--- src/sv/dspv_pkg.sv ---
`timescale 1ns / 1ps

package dspv_pkg;

    // text limits and field widths
    localparam int MAX_TEXT_BYTES = 10;
    localparam int COUNT_W        = $clog2(MAX_TEXT_BYTES + 1);
    localparam int ACC_W          = 14;
    localparam int ACC_EXT_W      = 17;
    localparam int CODE_W         = 26;

    localparam logic [ACC_W-1:0] ACC_LIMIT = 14'd9999;
    localparam logic [ACC_W-1:0] YEAR_MIN  = 14'd1970;
    localparam logic [ACC_W-1:0] YEAR_MAX  = 14'd2038;
    localparam logic [ACC_W-1:0] MONTH_MAX = 14'd12;
    localparam logic [ACC_W-1:0] MONTH_FEB = 14'd2;
    localparam logic [ACC_W-1:0] MONTH_JAN = 14'd1;

    localparam logic [CODE_W-1:0] YEAR_SCALE  = 26'd10000;
    localparam logic [CODE_W-1:0] MONTH_SCALE = 26'd100;
    localparam logic [CODE_W-1:0] CODE_MIN    = 26'd19700101;
    localparam logic [CODE_W-1:0] CODE_MAX    = 26'd20380131;

    // character codes
    localparam logic [7:0] CH_NUL   = 8'h00;
    localparam logic [7:0] CH_TAB   = 8'h09;
    localparam logic [7:0] CH_CR    = 8'h0d;
    localparam logic [7:0] CH_SPACE = 8'h20;
    localparam logic [7:0] CH_PLUS  = 8'h2b;
    localparam logic [7:0] CH_DASH  = 8'h2d;
    localparam logic [7:0] CH_ZERO  = 8'h30;
    localparam logic [7:0] CH_NINE  = 8'h39;

    typedef enum logic [1:0] {
        FLD_YEAR,
        FLD_MONTH,
        FLD_DAY,
        FLD_PAST
    } t_field;

    typedef enum logic [1:0] {
        PH_SKIP,
        PH_SIGN,
        PH_DIGITS,
        PH_DONE
    } t_phase;

    typedef struct packed {
        logic [ACC_W-1:0] year;
        logic [ACC_W-1:0] month;
        logic [ACC_W-1:0] day;
    } t_ymd;

    // days in a non-leap month, month numbered from 1
    function automatic logic [4:0] month_len(input logic [3:0] month);
        logic [4:0] len;
        case (month)
            4'd2:    len = 5'd28;
            4'd4,
            4'd6,
            4'd9,
            4'd11:   len = 5'd30;
            default: len = 5'd31;
        endcase
        return len;
    endfunction

endpackage

--- src/sv/date_string_parse_validate.sv ---
`timescale 1ns / 1ps
// path: a last-marked byte moves from the input register to the check register, then to the result register
// throughput: one byte per cycle while no last-marked byte waits on a stalled check stage
// the pipeline holds its place while the master side stalls, so bytes keep flowing
// until a last-marked byte waits for an occupied check stage
// reset: synchronous, active low; clears all valid flags and the parse state

module date_string_parse_validate (
    input  logic        i_clk,
    input  logic        i_rst_n,
    // slave side: one text byte per request
    input  logic        s_axis_tvalid,
    output logic        s_axis_tready,
    input  logic [7:0]  s_axis_tdata,   // [7:0] char_code
    input  logic        s_axis_tlast,   // last_char
    // master side: one date result per text
    output logic        m_axis_tvalid,
    input  logic        m_axis_tready,
    output logic [31:0] m_axis_tdata,   // [25:0] date_code, [31:26] zero
    output logic        m_axis_tuser    // [0] date_valid
);

    // input register
    logic        r_in_valid;
    logic [7:0]  r_in_char;
    logic        r_in_last;

    // check register holds the finished year, month and day of one text
    logic           r_chk_valid;
    dspv_pkg::t_ymd r_chk_ymd;

    // result register
    logic                          r_out_valid;
    logic                          r_out_ok;
    logic [dspv_pkg::CODE_W-1:0]   r_out_code;

    logic                          out_free;
    logic                          chk_free;
    logic                          in_step;
    logic                          in_free;
    logic                          in_take;
    dspv_pkg::t_ymd                parse_ymd;
    logic                          chk_ok;
    logic [dspv_pkg::CODE_W-1:0]   chk_code;

    // handshake chain: a stage moves when the stage behind it is free
    assign out_free = !r_out_valid || m_axis_tready;
    assign chk_free = !r_chk_valid || out_free;
    // only the last byte of a text needs room in the check register
    assign in_step  = r_in_valid && (!r_in_last || chk_free);
    assign in_free  = !r_in_valid || in_step;
    assign in_take  = s_axis_tvalid && in_free;

    assign s_axis_tready = in_free;

    always_ff @(posedge i_clk) begin
        if (!i_rst_n) begin
            r_in_valid <= 1'b0;
        end else if (in_free) begin
            r_in_valid <= s_axis_tvalid;
        end
    end

    always_ff @(posedge i_clk) begin
        if (in_take) begin
            r_in_char <= s_axis_tdata;
            r_in_last <= s_axis_tlast;
        end
    end

    // byte parser: field split, atoi-style digit accumulation
    dspv_parser u_parser (
        .i_clk   (i_clk),
        .i_rst_n (i_rst_n),
        .i_step  (in_step),
        .i_char  (r_in_char),
        .i_last  (r_in_last),
        .o_ymd   (parse_ymd)
    );

    always_ff @(posedge i_clk) begin
        if (!i_rst_n) begin
            r_chk_valid <= 1'b0;
        end else if (chk_free) begin
            r_chk_valid <= in_step && r_in_last;
        end
    end

    always_ff @(posedge i_clk) begin
        if (chk_free && in_step && r_in_last) begin
            r_chk_ymd <= parse_ymd;
        end
    end

    // month, day-of-month and epoch range checks, code assembly
    dspv_check u_check (
        .i_ymd  (r_chk_ymd),
        .o_ok   (chk_ok),
        .o_code (chk_code)
    );

    always_ff @(posedge i_clk) begin
        if (!i_rst_n) begin
            r_out_valid <= 1'b0;
        end else if (out_free) begin
            r_out_valid <= r_chk_valid;
        end
    end

    always_ff @(posedge i_clk) begin
        if (out_free && r_chk_valid) begin
            r_out_ok   <= chk_ok;
            r_out_code <= chk_code;
        end
    end

    assign m_axis_tvalid = r_out_valid;
    assign m_axis_tuser  = r_out_ok;
    assign m_axis_tdata  = {{(32 - dspv_pkg::CODE_W){1'b0}}, r_out_code};

    // a valid date always lands inside the supported epoch window
    a_ok_in_range: assert property (@(posedge i_clk) disable iff (!i_rst_n)
        (r_out_valid && r_out_ok) |->
            ((r_out_code >= dspv_pkg::CODE_MIN) && (r_out_code <= dspv_pkg::CODE_MAX)))
        else $error("valid date code out of range");

    // a rejected date carries all ones
    a_bad_all_ones: assert property (@(posedge i_clk) disable iff (!i_rst_n)
        (r_out_valid && !r_out_ok) |-> (r_out_code == '1))
        else $error("rejected date without all-ones code");

    // an empty input register never blocks the slave side
    a_ready_when_empty: assert property (@(posedge i_clk) disable iff (!i_rst_n)
        !r_in_valid |-> s_axis_tready)
        else $error("slave side blocked with empty input register");

    // a check entry waiting on a stalled result stays put
    a_chk_holds: assert property (@(posedge i_clk) disable iff (!i_rst_n)
        (r_chk_valid && !out_free) |=> (r_chk_valid && $stable(r_chk_ymd)))
        else $error("check entry lost under stall");

endmodule

--- src/sv/dspv_parser.sv ---
`timescale 1ns / 1ps

module dspv_parser (
    input  logic               i_clk,
    input  logic               i_rst_n,
    input  logic               i_step,
    input  logic [7:0]         i_char,
    input  logic               i_last,
    output dspv_pkg::t_ymd     o_ymd
);

    logic [dspv_pkg::COUNT_W-1:0] r_count, n_count;
    dspv_pkg::t_field             r_field, n_field;
    dspv_pkg::t_phase             r_phase, n_phase;
    logic [dspv_pkg::ACC_W-1:0]   r_acc, n_acc;
    logic [dspv_pkg::ACC_W-1:0]   r_year, n_year;
    logic [dspv_pkg::ACC_W-1:0]   r_month, n_month;
    logic                         r_ended, n_ended;

    logic                             is_digit;
    logic                             is_space;
    logic [dspv_pkg::ACC_EXT_W-1:0]   acc_ext;
    logic [dspv_pkg::ACC_W-1:0]       acc_digit;

    assign is_digit = (i_char >= dspv_pkg::CH_ZERO) && (i_char <= dspv_pkg::CH_NINE);
    assign is_space = (i_char == dspv_pkg::CH_SPACE)
                   || ((i_char >= dspv_pkg::CH_TAB) && (i_char <= dspv_pkg::CH_CR));

    // acc * 10 + digit, saturating
    assign acc_ext = dspv_pkg::ACC_EXT_W'(r_acc) * dspv_pkg::ACC_EXT_W'(10)
                   + dspv_pkg::ACC_EXT_W'(4'(i_char - dspv_pkg::CH_ZERO));
    assign acc_digit = (acc_ext > dspv_pkg::ACC_EXT_W'(dspv_pkg::ACC_LIMIT))
                     ? dspv_pkg::ACC_LIMIT : acc_ext[dspv_pkg::ACC_W-1:0];

    always_comb begin
        n_count = r_count;
        n_field = r_field;
        n_phase = r_phase;
        n_acc   = r_acc;
        n_year  = r_year;
        n_month = r_month;
        n_ended = r_ended;
        if (!r_ended && (r_count < dspv_pkg::COUNT_W'(dspv_pkg::MAX_TEXT_BYTES))) begin
            if (i_char == dspv_pkg::CH_NUL) begin
                n_ended = 1'b1;
            end else begin
                n_count = r_count + 1'b1;
                if (n_count >= dspv_pkg::COUNT_W'(dspv_pkg::MAX_TEXT_BYTES)) begin
                    n_ended = 1'b1;
                end
                if (i_char == dspv_pkg::CH_DASH) begin
                    unique case (r_field)
                        dspv_pkg::FLD_YEAR: begin
                            n_year  = r_acc;
                            n_acc   = '0;
                            n_phase = dspv_pkg::PH_SKIP;
                            n_field = dspv_pkg::FLD_MONTH;
                        end
                        dspv_pkg::FLD_MONTH: begin
                            n_month = r_acc;
                            n_acc   = '0;
                            n_phase = dspv_pkg::PH_SKIP;
                            n_field = dspv_pkg::FLD_DAY;
                        end
                        dspv_pkg::FLD_DAY: begin
                            // third dash closes the day field
                            n_field = dspv_pkg::FLD_PAST;
                        end
                        dspv_pkg::FLD_PAST: begin
                            n_field = dspv_pkg::FLD_PAST;
                        end
                    endcase
                end else if (r_field != dspv_pkg::FLD_PAST) begin
                    unique case (r_phase)
                        dspv_pkg::PH_SKIP: begin
                            if (is_digit) begin
                                n_acc   = acc_digit;
                                n_phase = dspv_pkg::PH_DIGITS;
                            end else if (i_char == dspv_pkg::CH_PLUS) begin
                                n_phase = dspv_pkg::PH_SIGN;
                            end else if (!is_space) begin
                                n_phase = dspv_pkg::PH_DONE;
                            end
                        end
                        dspv_pkg::PH_SIGN,
                        dspv_pkg::PH_DIGITS: begin
                            if (is_digit) begin
                                n_acc   = acc_digit;
                                n_phase = dspv_pkg::PH_DIGITS;
                            end else begin
                                n_phase = dspv_pkg::PH_DONE;
                            end
                        end
                        dspv_pkg::PH_DONE: begin
                            n_phase = dspv_pkg::PH_DONE;
                        end
                    endcase
                end
            end
        end

        // missing fields repeat the previous one
        unique case (n_field)
            dspv_pkg::FLD_YEAR: begin
                o_ymd.year  = n_acc;
                o_ymd.month = n_acc;
                o_ymd.day   = n_acc;
            end
            dspv_pkg::FLD_MONTH: begin
                o_ymd.year  = n_year;
                o_ymd.month = n_acc;
                o_ymd.day   = n_acc;
            end
            dspv_pkg::FLD_DAY,
            dspv_pkg::FLD_PAST: begin
                o_ymd.year  = n_year;
                o_ymd.month = n_month;
                o_ymd.day   = n_acc;
            end
        endcase
    end

    always_ff @(posedge i_clk) begin
        if (!i_rst_n || (i_step && i_last)) begin
            r_count <= '0;
            r_field <= dspv_pkg::FLD_YEAR;
            r_phase <= dspv_pkg::PH_SKIP;
            r_acc   <= '0;
            r_year  <= '0;
            r_month <= '0;
            r_ended <= 1'b0;
        end else if (i_step) begin
            r_count <= n_count;
            r_field <= n_field;
            r_phase <= n_phase;
            r_acc   <= n_acc;
            r_year  <= n_year;
            r_month <= n_month;
            r_ended <= n_ended;
        end
    end

endmodule

--- src/sv/dspv_check.sv ---
`timescale 1ns / 1ps

module dspv_check (
    input  dspv_pkg::t_ymd                  i_ymd,
    output logic                            o_ok,
    output logic [dspv_pkg::CODE_W-1:0]     o_code
);

    logic       month_ok;
    logic       year_ok;
    logic       leap;
    logic [4:0] len;
    logic       day_ok;

    assign month_ok = (i_ymd.month >= dspv_pkg::MONTH_JAN)
                   && (i_ymd.month <= dspv_pkg::MONTH_MAX);
    assign year_ok  = (i_ymd.year >= dspv_pkg::YEAR_MIN)
                   && (i_ymd.year <= dspv_pkg::YEAR_MAX)
                   && !((i_ymd.year == dspv_pkg::YEAR_MAX)
                        && (i_ymd.month >= dspv_pkg::MONTH_FEB));

    // inside 1970..2038 every fourth year is leap (2000 included)
    assign leap = (i_ymd.year[1:0] == 2'b00);

    always_comb begin
        len = dspv_pkg::month_len(i_ymd.month[3:0]);
        if ((i_ymd.month == dspv_pkg::MONTH_FEB) && leap) begin
            len = 5'd29;
        end
    end

    assign day_ok = (i_ymd.day != '0) && (i_ymd.day <= dspv_pkg::ACC_W'(len));
    assign o_ok   = month_ok && day_ok && year_ok;

    assign o_code = o_ok
                  ? (dspv_pkg::CODE_W'(i_ymd.year) * dspv_pkg::YEAR_SCALE
                     + dspv_pkg::CODE_W'(i_ymd.month) * dspv_pkg::MONTH_SCALE
                     + dspv_pkg::CODE_W'(i_ymd.day))
                  : '1;

endmodule

--- config.mk ---
export PLATFORM = sky130hd
export DESIGN_NAME = date_string_parse_validate
export DESIGN_NICKNAME = d
export VERILOG_FILES = /design/src/sv/dspv_pkg.sv /design/src/sv/date_string_parse_validate.sv /design/src/sv/dspv_parser.sv /design/src/sv/dspv_check.sv
export SDC_FILE = /design/constraint.sdc
export NUM_CORES = 1
export LEC_CHECK = 0
export BUFFER_PORTS_ARGS = -buffer_cell sky130_fd_sc_hd__buf_2
export CAP_MARGIN = 15
export CORE_UTILIZATION = 35
export CTS_CLUSTER_DIAMETER = 80
export DETAILED_ROUTE_END_ITERATION = 7
export HOLD_SLACK_MARGIN = 0.12
export SYNTH_ARGS = -nofsm -noshare
export SYNTH_HDL_FRONTEND = slang
export SYNTH_SLANG_ARGS = --single-unit
--- constraint.sdc ---
create_clock -name i_clk -period 6.2 [get_ports i_clk]
set_clock_uncertainty 0.1 [all_clocks]
set_input_delay 0.62 -clock i_clk [delete_from_list [all_inputs] [get_ports i_clk]]
set_output_delay 0.62 -clock i_clk [all_outputs]
set_load 0.1 [all_outputs]
* Yosys cells after proc, flatten, opt, wreduce, memory -nomap -nowiden
Cells that the tools add are included.
** Storage, ports and cells
- Bits in registers :: 132
- Latch bits :: 0
- Memory bits (writable) :: 0
- Bits in read-only memories :: 0
- Output and inout bits :: 35
- Logic and storage cells :: 141
- Memories :: 0
** Operators by class
- $add $sub $neg :: 5
- $mul :: 3
- Div/mod/pow operators :: 0
- $lt $le $gt $ge :: 13
- Equality and inequality tests :: 22
- Shift operators :: 0
- Mux-type cells :: 33
- Bitwise gates (word level) :: 1
- Reductions and logical operators :: 47
** Operators with widths (count)
- 14-bit 2-to-1 mux :: 16
- 42-bit case mux with 3 select lines :: 1
- 26-bit by 14-bit adder with 26-bit output :: 1
- 26-bit by 21-bit adder with 26-bit output :: 1
- 8-bit by 6-bit equality test with 1-bit output, second input constant :: 3
- 14-bit by 10-bit multiplier with 22-bit output, second input constant :: 1
- 2-bit 2-to-1 mux :: 10
- 14-bit by 5-bit multiplier with 19-bit output, second input constant :: 1
- 17-bit by 4-bit adder with 17-bit output :: 1
- 17-bit by 14-bit > comparator with 1-bit output, second input constant :: 1
- 1-bit logical AND :: 17
- 14-bit by 3-bit multiplier with 16-bit output, second input constant :: 1
- 14-bit by 11-bit equality test with 1-bit output, second input constant :: 1
- 14-bit by 2-bit equality test with 1-bit output, second input constant :: 1
- 14-bit by 1-bit >= comparator with 1-bit output, second input constant :: 1
- 14-bit by 11-bit >= comparator with 1-bit output, second input constant :: 1
- 14-bit by 2-bit >= comparator with 1-bit output, second input constant :: 1
- 14-bit by 11-bit <= comparator with 1-bit output, second input constant :: 1
- 14-bit by 4-bit <= comparator with 1-bit output, second input constant :: 1
- 14-bit by 5-bit <= comparator with 1-bit output :: 1
- 14-bit nonzero test :: 1
- 2-bit equality test, second input constant :: 6
- 2-bit case mux with 3 select lines :: 2
- 4-bit by 3-bit equality test with 1-bit output, second input constant :: 2
- 26 further kinds :: 51

* Longest topological paths before layout
- Depth in word-level cells :: 11
- Depth in mapped cells :: 29
- Gate-level depth less buffers :: 29

* Modules after synthesis
From an unflattened synthesis, not the netlist that was laid out.
** Second synthesis, totals
- Cell total of the unflattened synthesis :: 1398
- Area total of the unflattened synthesis :: 12634.6 um^2
** By module, submodules not included
- dspv_check :: times used 1, cells each 709, area each 5791.8 um^2, seq. area each 0.0 um^2
- dspv_parser :: times used 1, cells each 587, area each 4306.6 um^2, seq. area each 1021.0 um^2
- date_string_parse_validate :: times used 1, cells each 102, area each 2536.2 um^2, seq. area each 2402.3 um^2

* Least setup slack after synthesis
No wires, ideal clock.
- Path kind :: register -> register
- From :: register r_chk_ymd[32] (netlist bit)
- To :: register r_out_code[25] (netlist bit), data pin
- Library setup time :: 0.267 ns
- Arrival :: 5.976 ns
- Path slack :: -0.143 ns
- Stages on the path, launching flop included :: 29
- Path buffers :: 0
- Period minus slack after synthesis :: 6.343 ns
- Cell sequence :: edfxtp_1 inv_1 fa_1 inv_1 ha_1 inv_1 fa_1 inv_1 ha_1 inv_1 fa_1 inv_1 ha_1 o21ai_0 nor2_1 a21oi_1 xnor2_1 ha_1 ha_1 o2111a_1 nand3_1 nor3_1 and4b_1 o31ai_1 o2111ai_1 nor4b_1 xnor2_1 xnor2_1 nand2_1
** Between the ends
- Longest elaborated chain between the ends :: 5
** RTL lines
- start, declared :: line date_string_parse_validate.sv:30 : dspv_pkg::t_ymd r_chk_ymd;
- start signal, assigned :: line date_string_parse_validate.sv:91 : r_chk_ymd <= parse_ymd;
- branches (longest 5 deep; another with 26-bit by 21-bit adder with 26-bit output)
- end signal, assigned :: line date_string_parse_validate.sv:113 : r_out_code <= chk_code;
- end, declared :: line date_string_parse_validate.sv:35 : logic [dspv_pkg::CODE_W-1:0] r_out_code;
Parallel ways; which one is timed is not known.
A chain may end at the register's enable or synchronous reset.

* Worst setup path after layout
- From :: register r_chk_ymd[33] (netlist bit)
- To :: register r_out_code[25] (netlist bit), data pin
Same word-level chain as after synthesis.

==> reports/results.tsv <==
metric	value	unit
clock slew at reported path FFs	0.06	ns
antenna violations before repair	0	
R2R cell count	26	
hold slack final	0.2604	ns
post-place setup slack	-0.1189	ns
post-route worst setup slack	0.05044	ns
Max VDD drop	192.6	µV
crit-path max cell delay	0.51	ns
hpwl dp	24860	µm
P_leak	6.369	nW
Most Crowded Layer GR	met2	
fillers	3507	
power consumption	0.003106	W
failing checks	DRC	
first-pass detailed-route iteration total	7	
Hold Path End	r_in_char[2]	
Fin. Hold Viols	0	
# diodes	0	
Multi-input gate area	0.008618	mm²
layout cells sized above 1	13.73	%
CTS Sinks	132	
most frequent cells in the layout	ha_1 (193), inv_1 (176), nand2_1 (159)	
main flop type after synthesis	edfxtp_1	
CP Max Fanout	5	
met3 Usage GRT	2.946	%
IO Port Bufs	41	
worst slew pin tran	1.086	ns
DR iter-0 viols	572	
FF-to-FF End	r_out_code[25]	
Hold Crit Depth	1	
io pins	48	
largest net degree at the start of global routing	49	
Final Max Tran Viols	0	
number of vias in the routed layout	10190	
hold_sp	s_axis_tdata[2]	
Syn Inst Count	1431	
Final GP Congestion	0.8625	
origin of the critical flop-to-flop path	r_chk_ymd[33]	
initial cell density of the core	35.57	%
H-Tree Depth	4	
Buffers & Inverters on Critical Path	3	
fraction of registers with async set/reset	0	%
relative slew slack	27.18	%
FF+latch count, synth	132	
first-pass GRT wire length	51050	µm
routed via count divided by cell count	5.155	
Avg Cell Area, Syn	8.863	µm²
CP arrival	6.23	ns
Final Cycle Share	99.19	%
DRC	9	
# setup viols final	0	
Distinct cells, synth	83	
CP startpoint kind	register	
Die ar.	0.03700	mm²
Clock Tree Root	clkbuf_16	
WL final	31970	µm
RSZ-0062 raised after global routing	yes	
CTS Buffer Depth	2	
met1 usage	22.01	%
Achievable Freq	162.6	MHz
core region area	0.03566	mm²
vias in the first global route	9941	
most common cell after layout, fill and taps aside	ha_1	
status	finished, violations left	
WL/cell	16.18	µm
R2R setup slack	0.05	ns
Critical Path RT	6.28	ns
sequential area share after synthesis	26.99	%
CTS tree	built	
CP endpoint kind	register	
Synth Warn #	0	
top cell type's share of synthesized area	20.22	%
storage element area	0.003423	mm²
Power Dens Cells	213.1	mW/mm²
Area Overhead vs Synth	14.91	%
Largest delay share family, worst path	adder cells	
clock latency on the worst-skew pair	0.44	ns
synth top area cells	ha_1 (20%), edfxtp_1 (18%), dfxtp_1 (8.5%), fa_1 (8.0%), inv_1 (5.7%)	
Die Wd	192.4	µm
CP Class	reg2reg	
overflow left after global routing	0	
Max-cap violations	0	
met2 Usage GRT	30.06	%
CTS Buf Count	17	
number of synthesized flops with an enable pin	78	
min-delay worst type	in2reg	
min Tclk post-route	6.150	ns
critical path's slowest cell	fa_1	
Final ANT Viol Nets	0	
Rows	69	
die height	192.4	µm
dominant cell type by area after synthesis	ha_1	
Total GRT Usage	17.75	%
NumNets Final	1771	
Post-Syn Area	0.01268	mm²
==> state kept, by name (all words and copies together), names as in the netlist <==
| register | flops |
|---|---|
| u_parser.r_count | 4 |
| u_parser.r_acc | 14 |
| u_parser.r_month | 14 |
| r_out_code | 26 |
| r_chk_valid | 1 |
| m_axis_tvalid | 1 |
| r_in_last | 1 |
| m_axis_tuser | 1 |
| u_parser.r_ended | 1 |
| r_in_valid | 1 |
| r_chk_ymd | 42 |
| u_parser.r_phase | 2 |
| u_parser.r_field | 2 |
| u_parser.r_year | 14 |
| r_in_char | 8 |
==> layout make-up <==
| type | count | share of cell area, % |
|---|---|---|
| well taps | 461 | 3.958 |
| clock inverters | 15 | 1.159 |
| multi-input cells | 1061 | 59.13 |
| clock buffers | 17 | 2.919 |
| flip-flops and latches | 132 | 23.49 |
| inverters | 192 | 4.945 |
| repair buffers | 98 | 4.396 |
==> synth_stat cells (13+ instances only) <==
library cell / n
fa_1: 51
dfxtp_1: 54
nor2b_1: 14
o21ai_0: 55
nor4_1: 15
nand2b_1: 16
a31oi_1: 14
clkbuf_1: 39
xor2_1: 24
edfxtp_1: 78
nor3_1: 23
ha_1: 205
o21a_1: 13
inv_1: 192
nor2_1: 83
nand3_1: 28
a21oi_1: 96
a21o_1: 18
nand2_1: 159
xnor2_1: 35
==> how the worst max path moves through the flow <==
| stage | slack, ns | end | depth (start not counted) | start |
|---|---|---|---|---|
| 2_1_floorplan | 0.0002 | r_out_code[25] | 26 | r_chk_ymd[35] |
| 3_3_place_gp | 0.01 | r_out_code[25] | 26 | r_chk_ymd[34] |
| 3_5_place_dp | -0.12 | r_out_code[25] | 26 | r_chk_ymd[34] |
| 4_1_cts | -0.01 | r_out_code[25] | 28 | r_chk_ymd[32] |
| 5_1_grt | -0.28 | r_out_code[25] | 28 | r_chk_ymd[16] |
| 6_report | 0.05 | r_out_code[25] | 26 | r_chk_ymd[33] |
==> through the flow <==
stage                     instance area, µm²  setup TNS [ns]  cells  utilization [%]
after global placement                 13670               0   1935            38.35
final                                  14570               0   1976            40.87
after detailed placement               13680         -0.1189   1936            38.37
after global routing                   14570         -0.3133   1976            40.87
after floorplan                        12760               0   1436                -
after CTS                              14310        -0.01246   1969            40.13
==> report_power, final <==
part           total [W]  internal [W]  switching [W]
clock network    0.00106      0.000604       0.000457
registers       0.000959      0.000940      0.0000192
logic            0.00109      0.000500       0.000585
==> what timing repair did <==
item | in CTS | in global routing
endpoints found under the setup margin | 1 | 5
gates resized for setup | 5 | 47
setup buffers | 1 | 7
hold buffers | 0 | 0
pin swaps | 5 | 39
==> per-layer routing <==
layer / wire length, µm / vias up
met3: 1338 / 67
met5: 0 / -
li1: - / 5123
met1: 14260 / 4759
met2: 15090 / 237
met4: 1281 / 0
==> cell families (layout without fill, tap and decap cells) <==
family                   after synthesis  after routing  synth area share, %
AO/OA/AOI/OAI                        321            321                16.79
XOR/XNOR                              60             60                4.202
adder cells (fa/ha/maj)              256            256                28.27
buffers and inverters                243            322                7.566
flip-flops                           132            132                26.99
multiplexers                           2              2               0.1578
other                                  1              6              0.02957
AND/OR/NAND/NOR                      416            416                15.99
Note: power is estimated with default switching activity, not from simulation.
